$ cat src/design/bbf_pkg.sv
// Package for the Butterworth biquad filter: register indexes of the
// configuration channel and bit positions inside the tuser sidebands.
// No dependencies.
package bbf_pkg;

   // Configuration channel index width and register indexes
   localparam int CSR_INDEX_BITS = 3;

   localparam logic [CSR_INDEX_BITS-1:0] CSR_FF_GAIN     = 3'd0;
   localparam logic [CSR_INDEX_BITS-1:0] CSR_FF_MID      = 3'd1;
   localparam logic [CSR_INDEX_BITS-1:0] CSR_FF_LAST     = 3'd2;
   localparam logic [CSR_INDEX_BITS-1:0] CSR_FB_MID      = 3'd3;
   localparam logic [CSR_INDEX_BITS-1:0] CSR_FB_LAST     = 3'd4;
   localparam logic [CSR_INDEX_BITS-1:0] CSR_BYPASS_MODE = 3'd5;

   // Bypass codes
   localparam logic [1:0] BYPASS_NONE    = 2'd0;
   localparam logic [1:0] BYPASS_THROUGH = 2'd1;

   // Sideband layout
   localparam int REQ_USER_BITS  = 2;
   localparam int REQ_USER_SILENT = 0;
   localparam int REQ_USER_CLEAR  = 1;
   localparam int RSP_USER_BITS  = 1;
   localparam int RSP_USER_CLIP  = 0;

endpackage

$ cat src/design/butterworth_biquad_filter.sv
// Second-order biquad (direct form II) with one shared multiplier under a
// small sequencer. Coefficients and bypass come from the csr_ write channel.
// Depends on bbf_pkg.
//
//  channel | dir | handshake             | payload
//  --------+-----+-----------------------+----------------------------------------
//  req_    | in  | req_tvalid/req_tready | tdata: in_sample; tuser: silent, clear
//  rsp_    | out | rsp_tvalid/rsp_tready | tdata: out_sample; tuser: clipped
//  csr_    | in  | csr_valid/csr_ready   | csr_index, csr_data (always ready)
//
// A filtered sample is in the output register after five products of two
// half-width multiplies each (low, high and add steps a product), then
// rounding and saturation. A new request is taken only once the sequencer is
// back in idle. Silent and bypass items skip the multiplies. Reset is
// synchronous, restores unity gain and zeroes the history. A stalled rsp_ side
// holds the next result in the sequencer until the output register frees.
module butterworth_biquad_filter #(
   parameter int SAMPLE_BITS    = 24,
   parameter int COEF_FRAC_BITS = 22,
   parameter int HISTORY_BITS   = 40
) (
   input  logic                                      clock,
   input  logic                                      reset,
   // request stream
   input  logic                                      req_tvalid,
   output logic                                      req_tready,
   input  logic [((SAMPLE_BITS+7)/8)*8-1:0]          req_tdata,  // in_sample
   input  logic [bbf_pkg::REQ_USER_BITS-1:0]         req_tuser,  // silent, clear_history
   // response stream
   output logic                                      rsp_tvalid,
   input  logic                                      rsp_tready,
   output logic [((SAMPLE_BITS+7)/8)*8-1:0]          rsp_tdata,  // out_sample
   output logic [bbf_pkg::RSP_USER_BITS-1:0]         rsp_tuser,  // clipped
   // configuration writes
   input  logic                                      csr_valid,
   output logic                                      csr_ready,
   input  logic [bbf_pkg::CSR_INDEX_BITS-1:0]        csr_index,
   input  logic [COEF_FRAC_BITS+2:0]                 csr_data
);

   localparam int CB  = COEF_FRAC_BITS + 3;           // coefficient width
   localparam int HB  = HISTORY_BITS;
   localparam int SB  = SAMPLE_BITS;
   localparam int DW  = ((SAMPLE_BITS + 7) / 8) * 8;  // tdata width
   localparam int LOW = (HISTORY_BITS + 1) / 2;       // low split of history operand
   localparam int AW  = LOW + 1;                      // multiplier operand width
   localparam int MW  = AW + CB;                      // multiplier result width
   localparam int PW  = HB + CB;                      // full product width
   localparam int RW  = PW + 1 - COEF_FRAC_BITS;      // rounded product width
   localparam int SW  = HB + 6;                       // accumulator width

   localparam logic signed [CB-1:0] GAIN_ONE = CB'(1) <<< COEF_FRAC_BITS;
   localparam logic signed [PW:0]   RND_HALF = (PW+1)'(1) <<< (COEF_FRAC_BITS - 1);
   localparam logic signed [SW-1:0] H_MAX    = (SW'(1) <<< (HB - 1)) - SW'(1);
   localparam logic signed [SW-1:0] H_MIN    = -H_MAX - SW'(1);
   localparam logic signed [SW-1:0] S_MAX    = (SW'(1) <<< (SB - 1)) - SW'(1);
   localparam logic signed [SW-1:0] S_MIN    = -S_MAX - SW'(1);

   // sequencer states
   localparam logic [2:0] ST_IDLE  = 3'd0;
   localparam logic [2:0] ST_CALC  = 3'd1;
   localparam logic [2:0] ST_FIN   = 3'd2;
   localparam logic [2:0] ST_YSAT  = 3'd3;
   localparam logic [2:0] ST_WRITE = 3'd4;

   // product order: fb_mid*h1, fb_last*h2, ff_mid*h1, ff_last*h2, ff_gain*t
   localparam logic [2:0] P_FB_MID  = 3'd0;
   localparam logic [2:0] P_FB_LAST = 3'd1;
   localparam logic [2:0] P_FF_MID  = 3'd2;
   localparam logic [2:0] P_FF_LAST = 3'd3;
   localparam logic [2:0] P_FF_GAIN = 3'd4;

   // sub-steps of one product
   localparam logic [1:0] SUB_LO  = 2'd0;
   localparam logic [1:0] SUB_HI  = 2'd1;
   localparam logic [1:0] SUB_ADD = 2'd2;

   // configuration registers
   logic signed [CB-1:0] ff_gain_ff, ff_gain_in;
   logic signed [CB-1:0] ff_mid_ff, ff_mid_in;
   logic signed [CB-1:0] ff_last_ff, ff_last_in;
   logic signed [CB-1:0] fb_mid_ff, fb_mid_in;
   logic signed [CB-1:0] fb_last_ff, fb_last_in;
   logic [1:0]           bypass_ff, bypass_in;

   // control
   logic [2:0] state_ff, state_in;
   logic [2:0] pidx_ff, pidx_in;
   logic [1:0] sub_ff, sub_in;
   logic       rsp_valid_ff, rsp_valid_in;

   // history and datapath
   logic signed [HB-1:0] h1_ff, h1_in;
   logic signed [HB-1:0] h2_ff, h2_in;
   logic signed [HB-1:0] t_ff, t_in;
   logic signed [MW-1:0] mul_ff, mul_in;
   logic signed [PW-1:0] pacc_ff, pacc_in;
   logic signed [SW-1:0] sum_a_ff, sum_a_in;
   logic signed [SW-1:0] sum_b_ff, sum_b_in;
   logic                 clip_ff, clip_in;
   logic signed [SB-1:0] res_ff, res_in;
   logic                 res_clip_ff, res_clip_in;
   logic signed [SB-1:0] out_ff, out_in;
   logic                 out_clip_ff, out_clip_in;

   // combinational helpers
   logic                 req_fire;
   logic                 out_free;
   logic signed [SB-1:0] x_in;
   logic signed [HB-1:0] mul_op;
   logic signed [CB-1:0] mul_coef;
   logic signed [AW-1:0] mul_a;
   logic signed [MW-1:0] mul_prod;
   logic signed [PW:0]   pacc_ext;
   logic signed [PW:0]   rnd_neg;
   logic signed [PW:0]   rnd_sum;
   logic signed [RW-1:0] rnd_q;
   logic signed [SW-1:0] rnd_ext;

   assign req_tready = (state_ff == ST_IDLE);
   assign req_fire   = req_tvalid && req_tready;
   assign csr_ready  = 1'b1;
   assign out_free   = !rsp_valid_ff || rsp_tready;
   assign x_in       = signed'(req_tdata[SB-1:0]);

   assign rsp_tvalid = rsp_valid_ff;
   assign rsp_tdata  = DW'(unsigned'(out_ff));
   assign rsp_tuser  = bbf_pkg::RSP_USER_BITS'(out_clip_ff);

   // operand and coefficient for the current product
   always_comb begin
      mul_op   = t_ff;
      mul_coef = ff_gain_ff;
      unique case (pidx_ff)
         P_FB_MID:  begin mul_op = h1_ff; mul_coef = fb_mid_ff;  end
         P_FB_LAST: begin mul_op = h2_ff; mul_coef = fb_last_ff; end
         P_FF_MID:  begin mul_op = h1_ff; mul_coef = ff_mid_ff;  end
         P_FF_LAST: begin mul_op = h2_ff; mul_coef = ff_last_ff; end
         default:   begin mul_op = t_ff;  mul_coef = ff_gain_ff; end
      endcase
   end

   // shared multiplier: low half unsigned, high half signed
   always_comb begin
      if (sub_ff == SUB_LO) begin
         mul_a = signed'({1'b0, mul_op[LOW-1:0]});
      end else begin
         mul_a = AW'(signed'(mul_op[HB-1:LOW]));
      end
      mul_prod = mul_a * mul_coef;
   end

   // round to nearest, ties away from zero, then drop the fraction bits
   always_comb begin
      pacc_ext = signed'({pacc_ff[PW-1], pacc_ff});
      rnd_neg  = signed'({{PW{1'b0}}, pacc_ff[PW-1]});
      rnd_sum  = pacc_ext + RND_HALF - rnd_neg;
      rnd_q    = signed'(rnd_sum[PW:COEF_FRAC_BITS]);
      rnd_ext  = SW'(rnd_q);
   end

   // configuration writes
   always_comb begin
      ff_gain_in = ff_gain_ff;
      ff_mid_in  = ff_mid_ff;
      ff_last_in = ff_last_ff;
      fb_mid_in  = fb_mid_ff;
      fb_last_in = fb_last_ff;
      bypass_in  = bypass_ff;
      if (csr_valid && csr_ready) begin
         unique case (csr_index)
            bbf_pkg::CSR_FF_GAIN:     ff_gain_in = signed'(csr_data);
            bbf_pkg::CSR_FF_MID:      ff_mid_in  = signed'(csr_data);
            bbf_pkg::CSR_FF_LAST:     ff_last_in = signed'(csr_data);
            bbf_pkg::CSR_FB_MID:      fb_mid_in  = signed'(csr_data);
            bbf_pkg::CSR_FB_LAST:     fb_last_in = signed'(csr_data);
            bbf_pkg::CSR_BYPASS_MODE: bypass_in  = csr_data[1:0];
            default:                  ;
         endcase
      end
   end

   // sequencer and datapath
   always_comb begin
      state_in     = state_ff;
      pidx_in      = pidx_ff;
      sub_in       = sub_ff;
      rsp_valid_in = rsp_valid_ff;
      h1_in        = h1_ff;
      h2_in        = h2_ff;
      t_in         = t_ff;
      mul_in       = mul_ff;
      pacc_in      = pacc_ff;
      sum_a_in     = sum_a_ff;
      sum_b_in     = sum_b_ff;
      clip_in      = clip_ff;
      res_in       = res_ff;
      res_clip_in  = res_clip_ff;
      out_in       = out_ff;
      out_clip_in  = out_clip_ff;

      // output register drains independently
      if (rsp_valid_ff && rsp_tready) begin
         rsp_valid_in = 1'b0;
      end

      unique case (state_ff)
         ST_IDLE: begin
            if (req_fire) begin
               if (req_tuser[bbf_pkg::REQ_USER_CLEAR]) begin
                  h1_in = '0;
                  h2_in = '0;
               end
               res_clip_in = 1'b0;
               if (req_tuser[bbf_pkg::REQ_USER_SILENT] || bypass_ff[1]) begin
                  res_in   = '0;
                  state_in = ST_WRITE;
               end else if (bypass_ff == bbf_pkg::BYPASS_THROUGH) begin
                  res_in   = x_in;
                  state_in = ST_WRITE;
               end else begin
                  sum_a_in = SW'(x_in);
                  sum_b_in = '0;
                  clip_in  = 1'b0;
                  pidx_in  = P_FB_MID;
                  sub_in   = SUB_LO;
                  state_in = ST_CALC;
               end
            end
         end

         ST_CALC: begin
            case (sub_ff)
               SUB_LO: begin
                  mul_in = mul_prod;
                  // fold in the previous product
                  if (pidx_ff == P_FB_LAST || pidx_ff == P_FF_MID) begin
                     sum_a_in = sum_a_ff - rnd_ext;
                  end else if (pidx_ff == P_FF_LAST || pidx_ff == P_FF_GAIN) begin
                     sum_b_in = sum_b_ff + rnd_ext;
                  end
                  sub_in = SUB_HI;
               end
               SUB_HI: begin
                  mul_in  = mul_prod;
                  pacc_in = PW'(mul_ff);
                  // feedback sum is complete: saturate to the history width
                  if (pidx_ff == P_FF_MID) begin
                     if (sum_a_ff > H_MAX) begin
                        t_in    = HB'(H_MAX);
                        clip_in = 1'b1;
                     end else if (sum_a_ff < H_MIN) begin
                        t_in    = HB'(H_MIN);
                        clip_in = 1'b1;
                     end else begin
                        t_in = HB'(sum_a_ff);
                     end
                  end
                  sub_in = SUB_ADD;
               end
               default: begin
                  pacc_in = pacc_ff + (PW'(mul_ff) <<< LOW);
                  sub_in  = SUB_LO;
                  if (pidx_ff == P_FF_GAIN) begin
                     state_in = ST_FIN;
                  end else begin
                     pidx_in = pidx_ff + 3'd1;
                  end
               end
            endcase
         end

         ST_FIN: begin
            sum_b_in = sum_b_ff + rnd_ext;
            state_in = ST_YSAT;
         end

         ST_YSAT: begin
            // output saturation and history shift
            if (sum_b_ff > S_MAX) begin
               res_in      = SB'(S_MAX);
               res_clip_in = 1'b1;
            end else if (sum_b_ff < S_MIN) begin
               res_in      = SB'(S_MIN);
               res_clip_in = 1'b1;
            end else begin
               res_in      = SB'(sum_b_ff);
               res_clip_in = clip_ff;
            end
            h2_in    = h1_ff;
            h1_in    = t_ff;
            state_in = ST_WRITE;
         end

         ST_WRITE: begin
            if (out_free) begin
               out_in       = res_ff;
               out_clip_in  = res_clip_ff;
               rsp_valid_in = 1'b1;
               state_in     = ST_IDLE;
            end
         end

         default: begin
            state_in = ST_IDLE;
         end
      endcase
   end

   // control and state registers
   always_ff @(posedge clock) begin
      if (reset) begin
         state_ff     <= ST_IDLE;
         pidx_ff      <= P_FB_MID;
         sub_ff       <= SUB_LO;
         rsp_valid_ff <= 1'b0;
         h1_ff        <= '0;
         h2_ff        <= '0;
         ff_gain_ff   <= GAIN_ONE;
         ff_mid_ff    <= '0;
         ff_last_ff   <= '0;
         fb_mid_ff    <= '0;
         fb_last_ff   <= '0;
         bypass_ff    <= bbf_pkg::BYPASS_NONE;
      end else begin
         state_ff     <= state_in;
         pidx_ff      <= pidx_in;
         sub_ff       <= sub_in;
         rsp_valid_ff <= rsp_valid_in;
         h1_ff        <= h1_in;
         h2_ff        <= h2_in;
         ff_gain_ff   <= ff_gain_in;
         ff_mid_ff    <= ff_mid_in;
         ff_last_ff   <= ff_last_in;
         fb_mid_ff    <= fb_mid_in;
         fb_last_ff   <= fb_last_in;
         bypass_ff    <= bypass_in;
      end
   end

   // payload registers
   always_ff @(posedge clock) begin
      t_ff        <= t_in;
      mul_ff      <= mul_in;
      pacc_ff     <= pacc_in;
      sum_a_ff    <= sum_a_in;
      sum_b_ff    <= sum_b_in;
      clip_ff     <= clip_in;
      res_ff      <= res_in;
      res_clip_ff <= res_clip_in;
      out_ff      <= out_in;
      out_clip_ff <= out_clip_in;
   end

endmodule
$ cat config.mk
export PLATFORM = sky130hd
export DESIGN_NAME = butterworth_biquad_filter
export DESIGN_NICKNAME = d
export VERILOG_FILES = /design/src/design/bbf_pkg.sv /design/src/design/butterworth_biquad_filter.sv
export SDC_FILE = /design/constraint.sdc
export NUM_CORES = 2
export LEC_CHECK = 0
export BUFFER_PORTS_ARGS = -buffer_cell sky130_fd_sc_hd__buf_4
export CAP_MARGIN = 10
export CORE_MARGIN = 10
export CORE_UTILIZATION = 45
export DETAILED_ROUTE_END_ITERATION = 12
export SYNTH_ARGS = -nofsm -noshare
export SYNTH_HDL_FRONTEND = slang
export SYNTH_SLANG_ARGS = --single-unit
$ cat constraint.sdc
create_clock -name clock -period 11.2 [get_ports clock]
set_clock_uncertainty 0.05 [all_clocks]
set_input_delay 2.24 -clock clock [delete_from_list [all_inputs] [get_ports clock]]
set_output_delay 2.24 -clock clock [all_outputs]
set_load 0.02 [all_outputs]
==> flow_summary.ini <==
[run_status]
status = finished, final reports clean

[layout]
layout-drive-gt1-share = 0.0618
layout_commonest_cell = nand2_1
syn2layout_area_growth_pct = 8.50
final_cell_mix = 779 x nand2_1, 774 x inv_1, 538 x fa_1
diodes = 0
fillers = 10600
seq_area_um2 = 13200
multi_input_area_um2 = 32800
final_nets = 6508
fin_cells = 7111

[route]
drtAntennaViolNets = 0
routed-via-count = 39900
wl_um = 151000
via_per_inst = 5.61
wire_per_inst_um = 21.3
drc = 0
drtPass1Iterations = 6
drtIter0Drc = 3105

[power_and_ir_drop]
combPwrFrac = 0.201
swShare = 0.302
p_int_uw = 3680
leakagePower_uw = 0.0240
power.density_nw_per_um2 = 97.7
p_seq_frac = 0.405
p_clk_frac = 0.393
switchingPower_uw = 1590
peakVddDrop_mv = 0.122

[clock_network]
cts_tree = done
cts_setup_buffers = 0
htree_levels = 2
cts_root_buf = clkbuf_16
cts_sinks = 510
hold_buffers = 0
clk_latency_ns = 0.68
cts_buffers = 59
clkTransAtPathRegs_ns = 0.06
clk_path_buf_depth = 3
cts.repair.resized = 0

[placement]
io_buffers = 85
dp_hpwl_um = 118000
place_congestion = 0.920
numPlacedInstances = 7004

[setup_path]
cp_top_family = adder cells
critPathKind = flop to flop
cp.arrival_ns = 9.90
cp-end-kind = flop
required_ns = 11.55
crit_slowest_cell = o21a_1
crit_fanout = 26
path_buf_inv = 8
cpMostUsedCell = fa_1
slowest_delay_ns = 0.82
critical_path.startpoint_type = flop

[timing]
fin_crit_ns = 9.54
fmax_ghz = 0.105
tns_ns = 0
slew_headroom = 0.124
finalCritPeriodShare = 0.852
setup_viol = 0
grt_setup_unrepaired = no
slew_viol_final = 0
worst_slew_pin_slew_ns = 1.30
finalHoldViolations = 0

[run]
maxCapViolCount = 0

[yosys]
ys_ff_latch = 510
yosysUniqueCellTypes = 96
synth_warnings = 0
synth_nets = 6556
ys_seq_area_frac = 0.265
yosys_most_used_dff = edfxtp_1
syn-instance-count = 5637
synth_enable_flop_cells = 294
netlist_area_um2 = 49700
syn_avg_cell_area_um2 = 8.82
synthArstFlopShare = 0

[floorplanning]
die_h_um = 352
design.die.area_um2 = 124000
io_pins = 87
core_area_um2 = 109000
die_w_um = 352
fp-row-count = 121
initial_core_util = 0.455

[grt]
antenna_found_initial = 3
grt.overflow.total = 0
grt_use_total = 0.238
grt_pass1_wl_um = 235000
grt_pass1_vias = 39900
grt_max_degree = 117

[worst_hold_path]
hold_path.class = flop to flop
## layer usage
metal / share of wire / track usage / up-vias
met3: 0.064 / 0.0319 / 262
li1: - / - / 18700
met4: 0.037 / 0.0799 / 2
met1: 0.43 / 0.321 / 19600
met5: 0.000086 / 0 / -
met2: 0.46 / 0.392 / 1299
## final timing paths
| path | start | endpoint | slack, ns | cells after the start |
|---|---|---|---|---|
| worst max register to register | pidx_ff[2] | mul_ff[45] | 1.66 | 32 |
| worst min register to register | res_ff[17] | rsp_tdata[17] | 0.37 | 0 |
| worst min-delay path | res_ff[17] | rsp_tdata[17] | 0.37 | 0 |
| worst max-delay path | pidx_ff[2] | mul_ff[45] | 1.66 | 32 |
## kinds of logic (layout without fill, tap and decap cells)
kind of cell | after synthesis | after routing | synth area share
and+or+nand+nor | 1685 | 1685 | 0.145
AOI/OAI and AO/OA | 1303 | 1303 | 0.172
buffers and inverters | 1047 | 1045 | 0.0793
adders and majority gates | 860 | 860 | 0.298
DFF | 510 | 510 | 0.265
xor gates and xnor gates | 220 | 220 | 0.0388
muxes | 11 | 11 | 0.00229
other | 1 | 1 | 0.0000754
## synthesized netlist by cell type (all sizes together) (12+ instances only)
library cell,number,area share
a211oi,39,0.0063
or3,17,0.0022
edfxtp,294,0.18
ha,322,0.081
a21o,160,0.024
xnor2,131,0.023
o21a,67,0.010
nand2,780,0.059
inv,777,0.059
nor2,500,0.038
and2,61,0.0077
nor3,47,0.0049
buf,24,0.0021
o211ai,21,0.0033
or2,13,0.0016
a21oi,378,0.038
fa,538,0.22
nand4,47,0.0059
o21ai,252,0.026
o21bai,46,0.0070
clkbuf,244,0.018
a211o,12,0.0021
dfxtp,216,0.087
xor2,89,0.016
nor2b,32,0.0040
o31ai,16,0.0030
a31oi,37,0.0047
nand3,88,0.0089
nand2b,38,0.0048
and3,27,0.0034
a22oi,161,0.024
## per-stage QoR
stage	power [µW]	hold slack, ns	setup slack (ns)	utilization	area, µm²
6_report	5270	0.368	1.66	0.493	53900
3_3_place_gp	3220	0.351	1.87	0.475	51900
2_1_floorplan	2890	0.350	2.32	-	49700
4_1_cts	5300	0.370	1.64	0.493	53900
3_5_place_dp	3220	0.355	1.67	0.475	51900
5_1_grt	5490	0.374	1.08	0.493	53900
## power by group through the flow
stage	Sequential [µW]	Clock [µW]	Combinational [µW]
after floorplan	2150	0	736
after global placement	2170	0	1040
after detailed placement	2170	0	1050
after CTS	2130	2110	1060
after global routing	2140	2180	1170
final	2140	2070	1060
## layout make-up
| class | instances | area share |
|---|---|---|
| sequential | 510 | 0.244 |
| timing repair buffer | 159 | 0.0222 |
| clock buffer | 67 | 0.0281 |
| inverter | 779 | 0.0542 |
| clock inverter | 40 | 0.00954 |
| multi-input combinational | 4080 | 0.608 |
| tap | 1476 | 0.0342 |
## registers in the layout, summed over array words and instances (netlist names), 3 cells and up
signal and cells:
sum_a_ff 46, ff_gain_ff 25, state_ff 3, h2_ff 40, mul_ff 46, h1_ff 40, res_ff 24, ff_last_ff 25
pidx_ff 3, ff_mid_ff 25, rsp_tdata 24, t_ff 40, fb_last_ff 25, fb_mid_ff 25, sum_b_ff 46, pacc_ff 65
Power figures use the tool's default switching activity.
